## config.mk

```make
export PLATFORM = sky130hd
export DESIGN_NAME = priority_queue_remove_max_core
export DESIGN_NICKNAME = d
export VERILOG_FILES = /design/src/rtl/pqrm_pkg.sv /design/src/rtl/pqrm_cell.sv /design/src/rtl/priority_queue_remove_max_core.sv
export SDC_FILE = /design/constraint.sdc
export NUM_CORES = 2
export LEC_CHECK = 0
export ABC_CLOCK_PERIOD_IN_PS = 7850
export BUFFER_PORTS_ARGS = -buffer_cell sky130_fd_sc_hd__buf_4
export CORE_MARGIN = 8
export CORE_UTILIZATION = 54
export CTS_BUF_LIST = sky130_fd_sc_hd__clkbuf_2 sky130_fd_sc_hd__clkbuf_4 sky130_fd_sc_hd__clkbuf_8
export DETAILED_ROUTE_END_ITERATION = 10
export PLACE_DENSITY = 0.77
export SYNTH_ARGS = -nofsm -noshare
export SYNTH_HDL_FRONTEND = slang
export SYNTH_SLANG_ARGS = --single-unit
```

## constraint.sdc

```tcl
create_clock -name clk -period 7.85 [get_ports clk]
set_input_delay 0.785 -clock clk [delete_from_list [all_inputs] [get_ports clk]]
set_output_delay 0.785 -clock clk [all_outputs]
set_load 0.005 [all_outputs]
```

## src/rtl/pqrm_pkg.sv

```systemverilog
// shared types and constants for the priority queue with arrival-order tie break
`timescale 1ns / 1ps

package pqrm_pkg;

	localparam int QUEUE_DEPTH_DEFAULT = 16;

	localparam int DATA_W  = 32;
	localparam int PRIO_W  = 16;
	localparam int TOP_W   = 17;
	localparam int COUNT_W = 5;

	localparam logic MODE_INSERT = 1'b0;
	localparam logic MODE_REMOVE = 1'b1;

	typedef enum logic [1:0] {
		STATUS_DONE  = 2'd0,
		STATUS_FULL  = 2'd1,
		STATUS_EMPTY = 2'd2
	} status_t;

	// per-cycle commands from the controller to every cell
	typedef struct packed {
		logic load;
		logic shift;
	} cell_ctl_t;

	// running best entry handed from cell to cell
	typedef struct packed {
		logic              found;
		logic [PRIO_W-1:0] prio;
		logic [DATA_W-1:0] data;
	} carry_t;

endpackage

```

## src/rtl/pqrm_cell.sv

```systemverilog
// one queue slot: holds an entry and forwards the running best entry to its neighbor
`timescale 1ns / 1ps

module pqrm_cell #(
	parameter int QUEUE_DEPTH = pqrm_pkg::QUEUE_DEPTH_DEFAULT,
	parameter int CELL_INDEX  = 0,
	parameter int CNT_W       = $clog2(QUEUE_DEPTH + 1),
	parameter int IDX_W       = $clog2(QUEUE_DEPTH)
) (
	input  logic                       clk,
	input  logic                       arst_n,
	input  pqrm_pkg::cell_ctl_t        ctl,
	input  logic [CNT_W-1:0]           count,
	input  logic [IDX_W-1:0]           best_idx,
	input  logic [pqrm_pkg::DATA_W-1:0] new_data,
	input  logic [pqrm_pkg::PRIO_W-1:0] new_prio,
	input  logic [pqrm_pkg::DATA_W-1:0] next_data,
	input  logic [pqrm_pkg::PRIO_W-1:0] next_prio,
	input  pqrm_pkg::carry_t           carry_in,
	input  logic [IDX_W-1:0]           carry_idx_in,
	output logic [pqrm_pkg::DATA_W-1:0] data,
	output logic [pqrm_pkg::PRIO_W-1:0] prio,
	output pqrm_pkg::carry_t           carry_out,
	output logic [IDX_W-1:0]           carry_idx_out
);

	localparam bit IS_LAST = (CELL_INDEX == QUEUE_DEPTH - 1);

	logic [pqrm_pkg::DATA_W-1:0] data_q;
	logic [pqrm_pkg::PRIO_W-1:0] prio_q;
	pqrm_pkg::carry_t            carry_q;
	logic [IDX_W-1:0]            carry_idx_q;
	logic                        live;
	logic                        take;
	logic                        do_load;
	logic                        do_shift;

	assign live     = CNT_W'(CELL_INDEX) < count;
	assign do_load  = ctl.load && (count == CNT_W'(CELL_INDEX));
	assign do_shift = ctl.shift && !IS_LAST && (IDX_W'(CELL_INDEX) >= best_idx);
	// strict compare keeps the earliest entry on a tie
	assign take     = live && (!carry_in.found || (prio_q > carry_in.prio));

	always_ff @(posedge clk) begin
		if (do_load) begin
			data_q <= new_data;
			prio_q <= new_prio;
		end else if (do_shift) begin
			data_q <= next_data;
			prio_q <= next_prio;
		end
	end

	always_ff @(posedge clk or negedge arst_n) begin
		if (!arst_n) begin
			carry_q     <= '0;
			carry_idx_q <= '0;
		end else if (take) begin
			carry_q.found <= 1'b1;
			carry_q.prio  <= prio_q;
			carry_q.data  <= data_q;
			carry_idx_q   <= IDX_W'(CELL_INDEX);
		end else begin
			carry_q     <= carry_in;
			carry_idx_q <= carry_idx_in;
		end
	end

	assign data          = data_q;
	assign prio          = prio_q;
	assign carry_out     = carry_q;
	assign carry_idx_out = carry_idx_q;

endmodule

```

## src/rtl/priority_queue_remove_max_core.sv

```systemverilog
// top level: bounded priority queue, removal of the earliest highest-priority entry
`timescale 1ns / 1ps
//
// channel  dir  handshake                    payload
// s_axis   in   s_axis_tvalid/s_axis_tready  tdata: data_value, item_priority; tuser: mode
// m_axis   out  m_axis_tvalid/m_axis_tready  tdata: removed_data .. entry_count; tuser: status
//
// an insert, a dropped insert or a remove on an empty queue goes from idle straight to the final step
// a remove passes through a find step and a top step: the best-entry carry has to ripple
// through all QUEUE_DEPTH cells once to find the entry and once more for the new top
// a remove that follows an insert waits for the carry chain to settle first
// reset clears the count and the chain; entries themselves are not cleared
// a result waiting at m_axis holds the block in its final step until taken

module priority_queue_remove_max_core #(
	parameter int QUEUE_DEPTH = pqrm_pkg::QUEUE_DEPTH_DEFAULT
) (
	input  logic        clk,
	input  logic        arst_n,
	input  logic        s_axis_tvalid,
	output logic        s_axis_tready,
	input  logic [47:0] s_axis_tdata,  // data_value[31:0], item_priority[47:32]
	input  logic        s_axis_tuser,  // mode
	output logic        m_axis_tvalid,
	input  logic        m_axis_tready,
	output logic [71:0] m_axis_tdata,  // removed_data[31:0], removed_priority[47:32],
	                                   // top_priority[64:48], entry_count[69:65], zero
	output logic [1:0]  m_axis_tuser   // status
);

	localparam int CNT_W = $clog2(QUEUE_DEPTH + 1);
	localparam int IDX_W = $clog2(QUEUE_DEPTH);

	typedef enum logic [3:0] {
		ST_IDLE = 4'b0001,
		ST_FIND = 4'b0010,
		ST_TOP  = 4'b0100,
		ST_DONE = 4'b1000
	} state_t;

	state_t                          state_q;
	logic [CNT_W-1:0]                count_q;
	logic [CNT_W-1:0]                settle_q;
	logic [pqrm_pkg::TOP_W-1:0]      top_q;
	logic [pqrm_pkg::DATA_W-1:0]     res_data_q;
	logic [pqrm_pkg::PRIO_W-1:0]     res_prio_q;
	pqrm_pkg::status_t               res_status_q;
	logic                            out_valid_q;
	logic [71:0]                     out_data_q;
	logic [1:0]                      out_user_q;

	logic                            accept;
	logic                            is_insert;
	logic                            full;
	logic                            settled;
	logic                            out_free;
	logic [pqrm_pkg::DATA_W-1:0]     in_data;
	logic [pqrm_pkg::PRIO_W-1:0]     in_prio;
	pqrm_pkg::cell_ctl_t             ctl;

	logic [pqrm_pkg::DATA_W-1:0]     cell_data [QUEUE_DEPTH];
	logic [pqrm_pkg::PRIO_W-1:0]     cell_prio [QUEUE_DEPTH];
	pqrm_pkg::carry_t                carry_w   [QUEUE_DEPTH+1];
	logic [IDX_W-1:0]                carry_idx [QUEUE_DEPTH+1];

	assign s_axis_tready = (state_q == ST_IDLE);
	assign accept        = s_axis_tvalid && s_axis_tready;
	assign is_insert     = (s_axis_tuser == pqrm_pkg::MODE_INSERT);
	assign in_data       = s_axis_tdata[31:0];
	assign in_prio       = s_axis_tdata[47:32];
	assign full          = (count_q == CNT_W'(QUEUE_DEPTH));
	assign settled       = (settle_q == '0);
	assign out_free      = !out_valid_q || m_axis_tready;

	assign ctl.load  = accept && is_insert && !full;
	assign ctl.shift = (state_q == ST_FIND) && settled;

	assign carry_w[0]   = '0;
	assign carry_idx[0] = '0;

	for (genvar i = 0; i < QUEUE_DEPTH; i++) begin : g_cell
		logic [pqrm_pkg::DATA_W-1:0] nxt_data;
		logic [pqrm_pkg::PRIO_W-1:0] nxt_prio;

		if (i < QUEUE_DEPTH - 1) begin : g_mid
			assign nxt_data = cell_data[i+1];
			assign nxt_prio = cell_prio[i+1];
		end else begin : g_end
			assign nxt_data = '0;
			assign nxt_prio = '0;
		end

		pqrm_cell #(
			.QUEUE_DEPTH(QUEUE_DEPTH),
			.CELL_INDEX (i),
			.CNT_W      (CNT_W),
			.IDX_W      (IDX_W)
		) u_cell (
			.clk          (clk),
			.arst_n       (arst_n),
			.ctl          (ctl),
			.count        (count_q),
			.best_idx     (carry_idx[QUEUE_DEPTH]),
			.new_data     (in_data),
			.new_prio     (in_prio),
			.next_data    (nxt_data),
			.next_prio    (nxt_prio),
			.carry_in     (carry_w[i]),
			.carry_idx_in (carry_idx[i]),
			.data         (cell_data[i]),
			.prio         (cell_prio[i]),
			.carry_out    (carry_w[i+1]),
			.carry_idx_out(carry_idx[i+1])
		);
	end

	always_ff @(posedge clk or negedge arst_n) begin
		if (!arst_n) begin
			state_q      <= ST_IDLE;
			count_q      <= '0;
			settle_q     <= '0;
			top_q        <= '1;
			res_data_q   <= '0;
			res_prio_q   <= '0;
			res_status_q <= pqrm_pkg::STATUS_DONE;
			out_valid_q  <= 1'b0;
			out_data_q   <= '0;
			out_user_q   <= '0;
		end else begin
			if (m_axis_tready) begin
				out_valid_q <= 1'b0;
			end
			if (!settled) begin
				settle_q <= settle_q - 1'b1;
			end
			unique case (state_q)
				ST_IDLE: begin
					if (accept) begin
						res_data_q   <= '0;
						res_prio_q   <= '0;
						res_status_q <= pqrm_pkg::STATUS_DONE;
						state_q      <= ST_DONE;
						if (is_insert) begin
							if (full) begin
								res_status_q <= pqrm_pkg::STATUS_FULL;
							end else begin
								count_q  <= count_q + 1'b1;
								settle_q <= CNT_W'(QUEUE_DEPTH);
								if (top_q[pqrm_pkg::TOP_W-1] || (in_prio > top_q[15:0])) begin
									top_q <= {1'b0, in_prio};
								end
							end
						end else if (count_q == '0) begin
							res_status_q <= pqrm_pkg::STATUS_EMPTY;
						end else begin
							state_q <= ST_FIND;
						end
					end
				end
				ST_FIND: begin
					if (settled) begin
						res_data_q <= carry_w[QUEUE_DEPTH].data;
						res_prio_q <= carry_w[QUEUE_DEPTH].prio;
						count_q    <= count_q - 1'b1;
						settle_q   <= CNT_W'(QUEUE_DEPTH);
						state_q    <= ST_TOP;
					end
				end
				ST_TOP: begin
					if (settled) begin
						if (count_q == '0) begin
							top_q <= '1;
						end else begin
							top_q <= {1'b0, carry_w[QUEUE_DEPTH].prio};
						end
						state_q <= ST_DONE;
					end
				end
				ST_DONE: begin
					if (out_free) begin
						out_valid_q <= 1'b1;
						out_data_q  <= {2'b00, pqrm_pkg::COUNT_W'(count_q), top_q,
						                res_prio_q, res_data_q};
						out_user_q  <= res_status_q;
						state_q     <= ST_IDLE;
					end
				end
				default: begin
					state_q <= ST_IDLE;
				end
			endcase
		end
	end

	assign m_axis_tvalid = out_valid_q;
	assign m_axis_tdata  = out_data_q;
	assign m_axis_tuser  = out_user_q;

endmodule

```

==> flow_metrics.py <==
metrics = {
    "place": {
        "gp_congestion": 0.880,
        "port-buffer-count": 126,
        "dp.cells": 6696,
        "place_area_sq_um": 78100,
        "place_ws_ns": 3.72,
        "dpl.hpwl_um": 109000,
    },
    "timing": {
        "hold_ws_ns": 0.0896,
        "min_period_ns": 4.15,
        "fmax_mhz": 241,
        "fin_setup_tns_ns": 0,
        "setup_slack_ns": 3.70,
        "fin_crit_sh_pct": 52.9,
        "maxSlewHeadroom_pct": 8.14,
        "finClkSkew_ns": 0.0450,
        "worst_pin_slew_ns": 1.38,
        "setup_viol": 0,
        "rsz0062_at_grt": "false",
        "final_max_slew_viol_count": 0,
        "hold_viol": 0,
    },
    "floorplanning": {
        "rows": 137,
        "die_area_sq_um": 151000,
        "core-area_sq_um": 139000,
        "die_y_um": 389,
        "num_io_pins": 129,
        "initial_core_util_pct": 54.1,
        "fp.dieW_um": 389,
    },
    "clock_tree": {
        "cts_tree": "done",
        "post_cts_buffers": 0,
        "clk_pin_slew_ns": 0.06,
        "ctsHtreeMaxLevel": 5,
        "cts_root_buffer": "clkbuf_8",
        "cts_made_buffers": 298,
        "cts.sinks": 1754,
        "cts_buffer_depth": 4,
        "clkLatencyLatePin_ns": 0.97,
    },
    "global_route": {
        "grt_max_degree": 182,
        "met1_usage_pct": 30.0,
        "grt_pass1_vias": 44575,
        "grtUsageMet3_pct": 3.54,
        "antenna_found_initial": 4,
        "grt_use_met2_pct": 37.2,
        "busiest_layer": "met2",
        "track_usage_pct": 22.4,
        "overflow": 0,
        "grt_first_pass_wirelength_um": 267000,
    },
    "critical_path": {
        "r2r-start": "state_q[0]",
        "cpMaxStageDelayCell": "or4b_1",
        "cp-start-kind": "register",
        "worst-setup-path-type": "register to register",
        "crit_required_ns": 8.41,
        "crit_path_end_kind": "register",
        "rr_worst_depth": 8,
        "critPathMostFrequentCell": "buf_4",
        "cp.arrival_ns": 4.71,
        "crit_fanout": 49,
        "reg2reg_to": "g_cell[3].u_cell.prio[9]",
        "reg2reg_slack_ns": 3.70,
        "max_stage_delay_ns": 0.66,
        "path_cells": "or4b_1, nor4_4, buf_4, nand3_1, nor3_4, buf_4, o21bai_4, buf_4",
        "path_buf_inv": 3,
        "cpLargestDelayFamily": "buffers and inverters",
    },
    "logic_synthesis": {
        "yosysTopAreaCell": "dfrtp_1",
        "async_flop_share_pct": 56.2,
        "synth_cell_types": 70,
        "netlist_area_sq_um": 75200,
        "yosysSeqAreaShare_pct": 63.5,
        "synth_edf_count": 768,
        "yosysWarnings": 0,
        "syn_inst": 4956,
        "netlist.area_leader.share_pct": 32.2,
        "synth-main-ff-cell": "dfrtp_1",
        "yosys_register_bits": 1754,
        "syn_area_per_cell_sq_um": 15.2,
        "synth.area.top_cells": "dfrtp_1, edfxtp_1, mux2_2",
    },
    "hold_path": {
        "min_delay_worst_endpoint": "state_q[0]",
        "hold_start": "s_axis_tvalid",
        "holdPathStages": 2,
        "worstHoldPathType": "input port to register",
    },
    "layout": {
        "multiInputGateArea_sq_um": 25500,
        "postLayoutCoreUtil_pct": 60.7,
        "seqCellArea_sq_um": 47800,
        "fillers": 10299,
        "drive_gt1_share_pct": 42.3,
        "design_area_sq_um": 84300,
        "nNetsFinal": 5507,
        "stdcell_count": 7226,
        "syn_to_final_growth_pct": 12.1,
    },
    "routing": {
        "ant_nets": 0,
        "wl_um": 170000,
        "drc": 0,
        "drt_iter0_markers": 2523,
        "wl_per_cell_um": 23.5,
        "vias_per_cell": 5.73,
        "vias": 41371,
        "dr.pass1.iters": 7,
    },
    "status": {
        "outcome": "finished clean",
    },
    "power_and_ir_drop": {
        "power_mw": 29.1,
        "p_leak_nw": 34.0,
        "ir_drop_v": 0.000214,
        "powerDensity_nw_per_um2": 346,
    },
    "job": {
        "max-cap-violations": 0,
    },
}
## layer usage
metal  part of all wire, %  wire length [um]
met1                    43             73300
met2                    49             83900
met3                   4.1              7010
met4                   3.5              5960
met5                0.0059                10
## state kept, by name, indices dropped and copies added, names as in the netlist, 16 cells and up
name,cells
g_cell.u_cell.data,512
res_data_q,32
g_cell.u_cell.carry_out,783
m_axis_tdata,70
g_cell.u_cell.carry_idx_out,49
top_q,17
res_prio_q,16
g_cell.u_cell.prio,256
## synthesized netlist by cell type (9+ instances only)
| library cell | instances |
|---|---|
| mux2_2 | 1482 |
| dfrtp_1 | 968 |
| edfxtp_1 | 768 |
| inv_1 | 294 |
| ha_1 | 263 |
| nand2_1 | 188 |
| o21ai_0 | 134 |
| clkbuf_1 | 108 |
| buf_2 | 89 |
| a21oi_1 | 85 |
| nand4_1 | 51 |
| and2_1 | 50 |
| nor2_1 | 45 |
| buf_1 | 38 |
| or2_2 | 34 |
| nor2b_1 | 33 |
| nand3_1 | 30 |
| a21o_1 | 28 |
| nand2b_1 | 24 |
| mux2i_1 | 20 |
| o22ai_1 | 19 |
| dfstp_2 | 18 |
| a31oi_1 | 17 |
| and3_1 | 12 |
| buf_4 | 12 |
| a211oi_1 | 11 |
| nor3_1 | 10 |
| o211ai_1 | 10 |
| or3_1 | 9 |
## report_power, final
part	internal, mW	switching, mW	total, mW
clock network	4.77	3.63	8.40
logic	3.91	3.74	7.64
registers	12.0	1.11	13.1
## worst reg2reg max path, stage by stage (launching register included)
cell	delay (ns)
dfstp_2	0.56
or4b_1	0.66
nor4_4	0.20
buf_4	0.25
nand3_1	0.29
nor3_4	0.22
buf_4	0.64
o21bai_4	0.26
buf_4	0.62
## cells by family after synthesis
kind of cell             synth area share [%]
XOR/XNOR                               0.0699
adder cells (fa/ha/maj)                  4.38
buffers and inverters                    3.00
flip-flops                               63.5
other                                 0.00499
AO/OA/AOI/OAI                            2.86
AND/OR/NAND/NOR                          3.69
multiplexers                             22.5
## timing repair
action / 4_1_cts / 5_1_grt
endpoints found under the setup margin: 0 / 0
endpoints found under the hold margin: 76 / 0
gates resized for setup: 0 / 0
hold buffers: 2 / 0
## placed cells by master (no fill, tap or decap), types with 7 or more instances in the layout
master,instances
nand2b_1,24
nor4_1,7
dfrtp_1,968
edfxtp_1,768
nand2_1,182
clkbuf_8,357
o21ai_0,133
a21o_1,24
nor3_1,10
and3_1,10
a22oi_1,8
nor2_1,43
nand3_1,22
o211ai_1,10
a41oi_1,8
a21oi_1,85
clkinv_1,13
nor2b_1,33
a211oi_1,11
clkinv_2,35
buf_4,179
or2_2,34
a31oi_4,14
dfstp_2,18
mux2_2,1482
nand4_1,51
and2_1,50
nand3_2,8
nand3b_1,8
inv_1,294
clkbuf_4,111
mux2i_1,20
ha_1,263
or3_1,9
o22ai_1,19
## worst max-delay path by stage
stage	from	end	depth (start not counted)
floorplan	settle_q[0]	g_cell[0].u_cell.data[0]	7
global placement	state_q[0]	g_cell[3].u_cell.data[11]	8
detailed placement	state_q[0]	g_cell[3].u_cell.data[10]	8
CTS	state_q[0]	g_cell[3].u_cell.prio[8]	8
global route	settle_q[1]	g_cell[12].u_cell.prio[6]	10
finish	state_q[0]	g_cell[3].u_cell.prio[9]	8
## cell type report
type	instances	share of cell area, %
diodes	4	0.0119
clock buffers	468	6.82
flip-flops and latches	1754	56.7
repair buffers	187	1.76
well taps	1807	2.68
inverters	294	1.31
multi-input cells	2656	30.3
clock inverters	56	0.445
No activity file was read; power rests on OpenSTA's default activity.
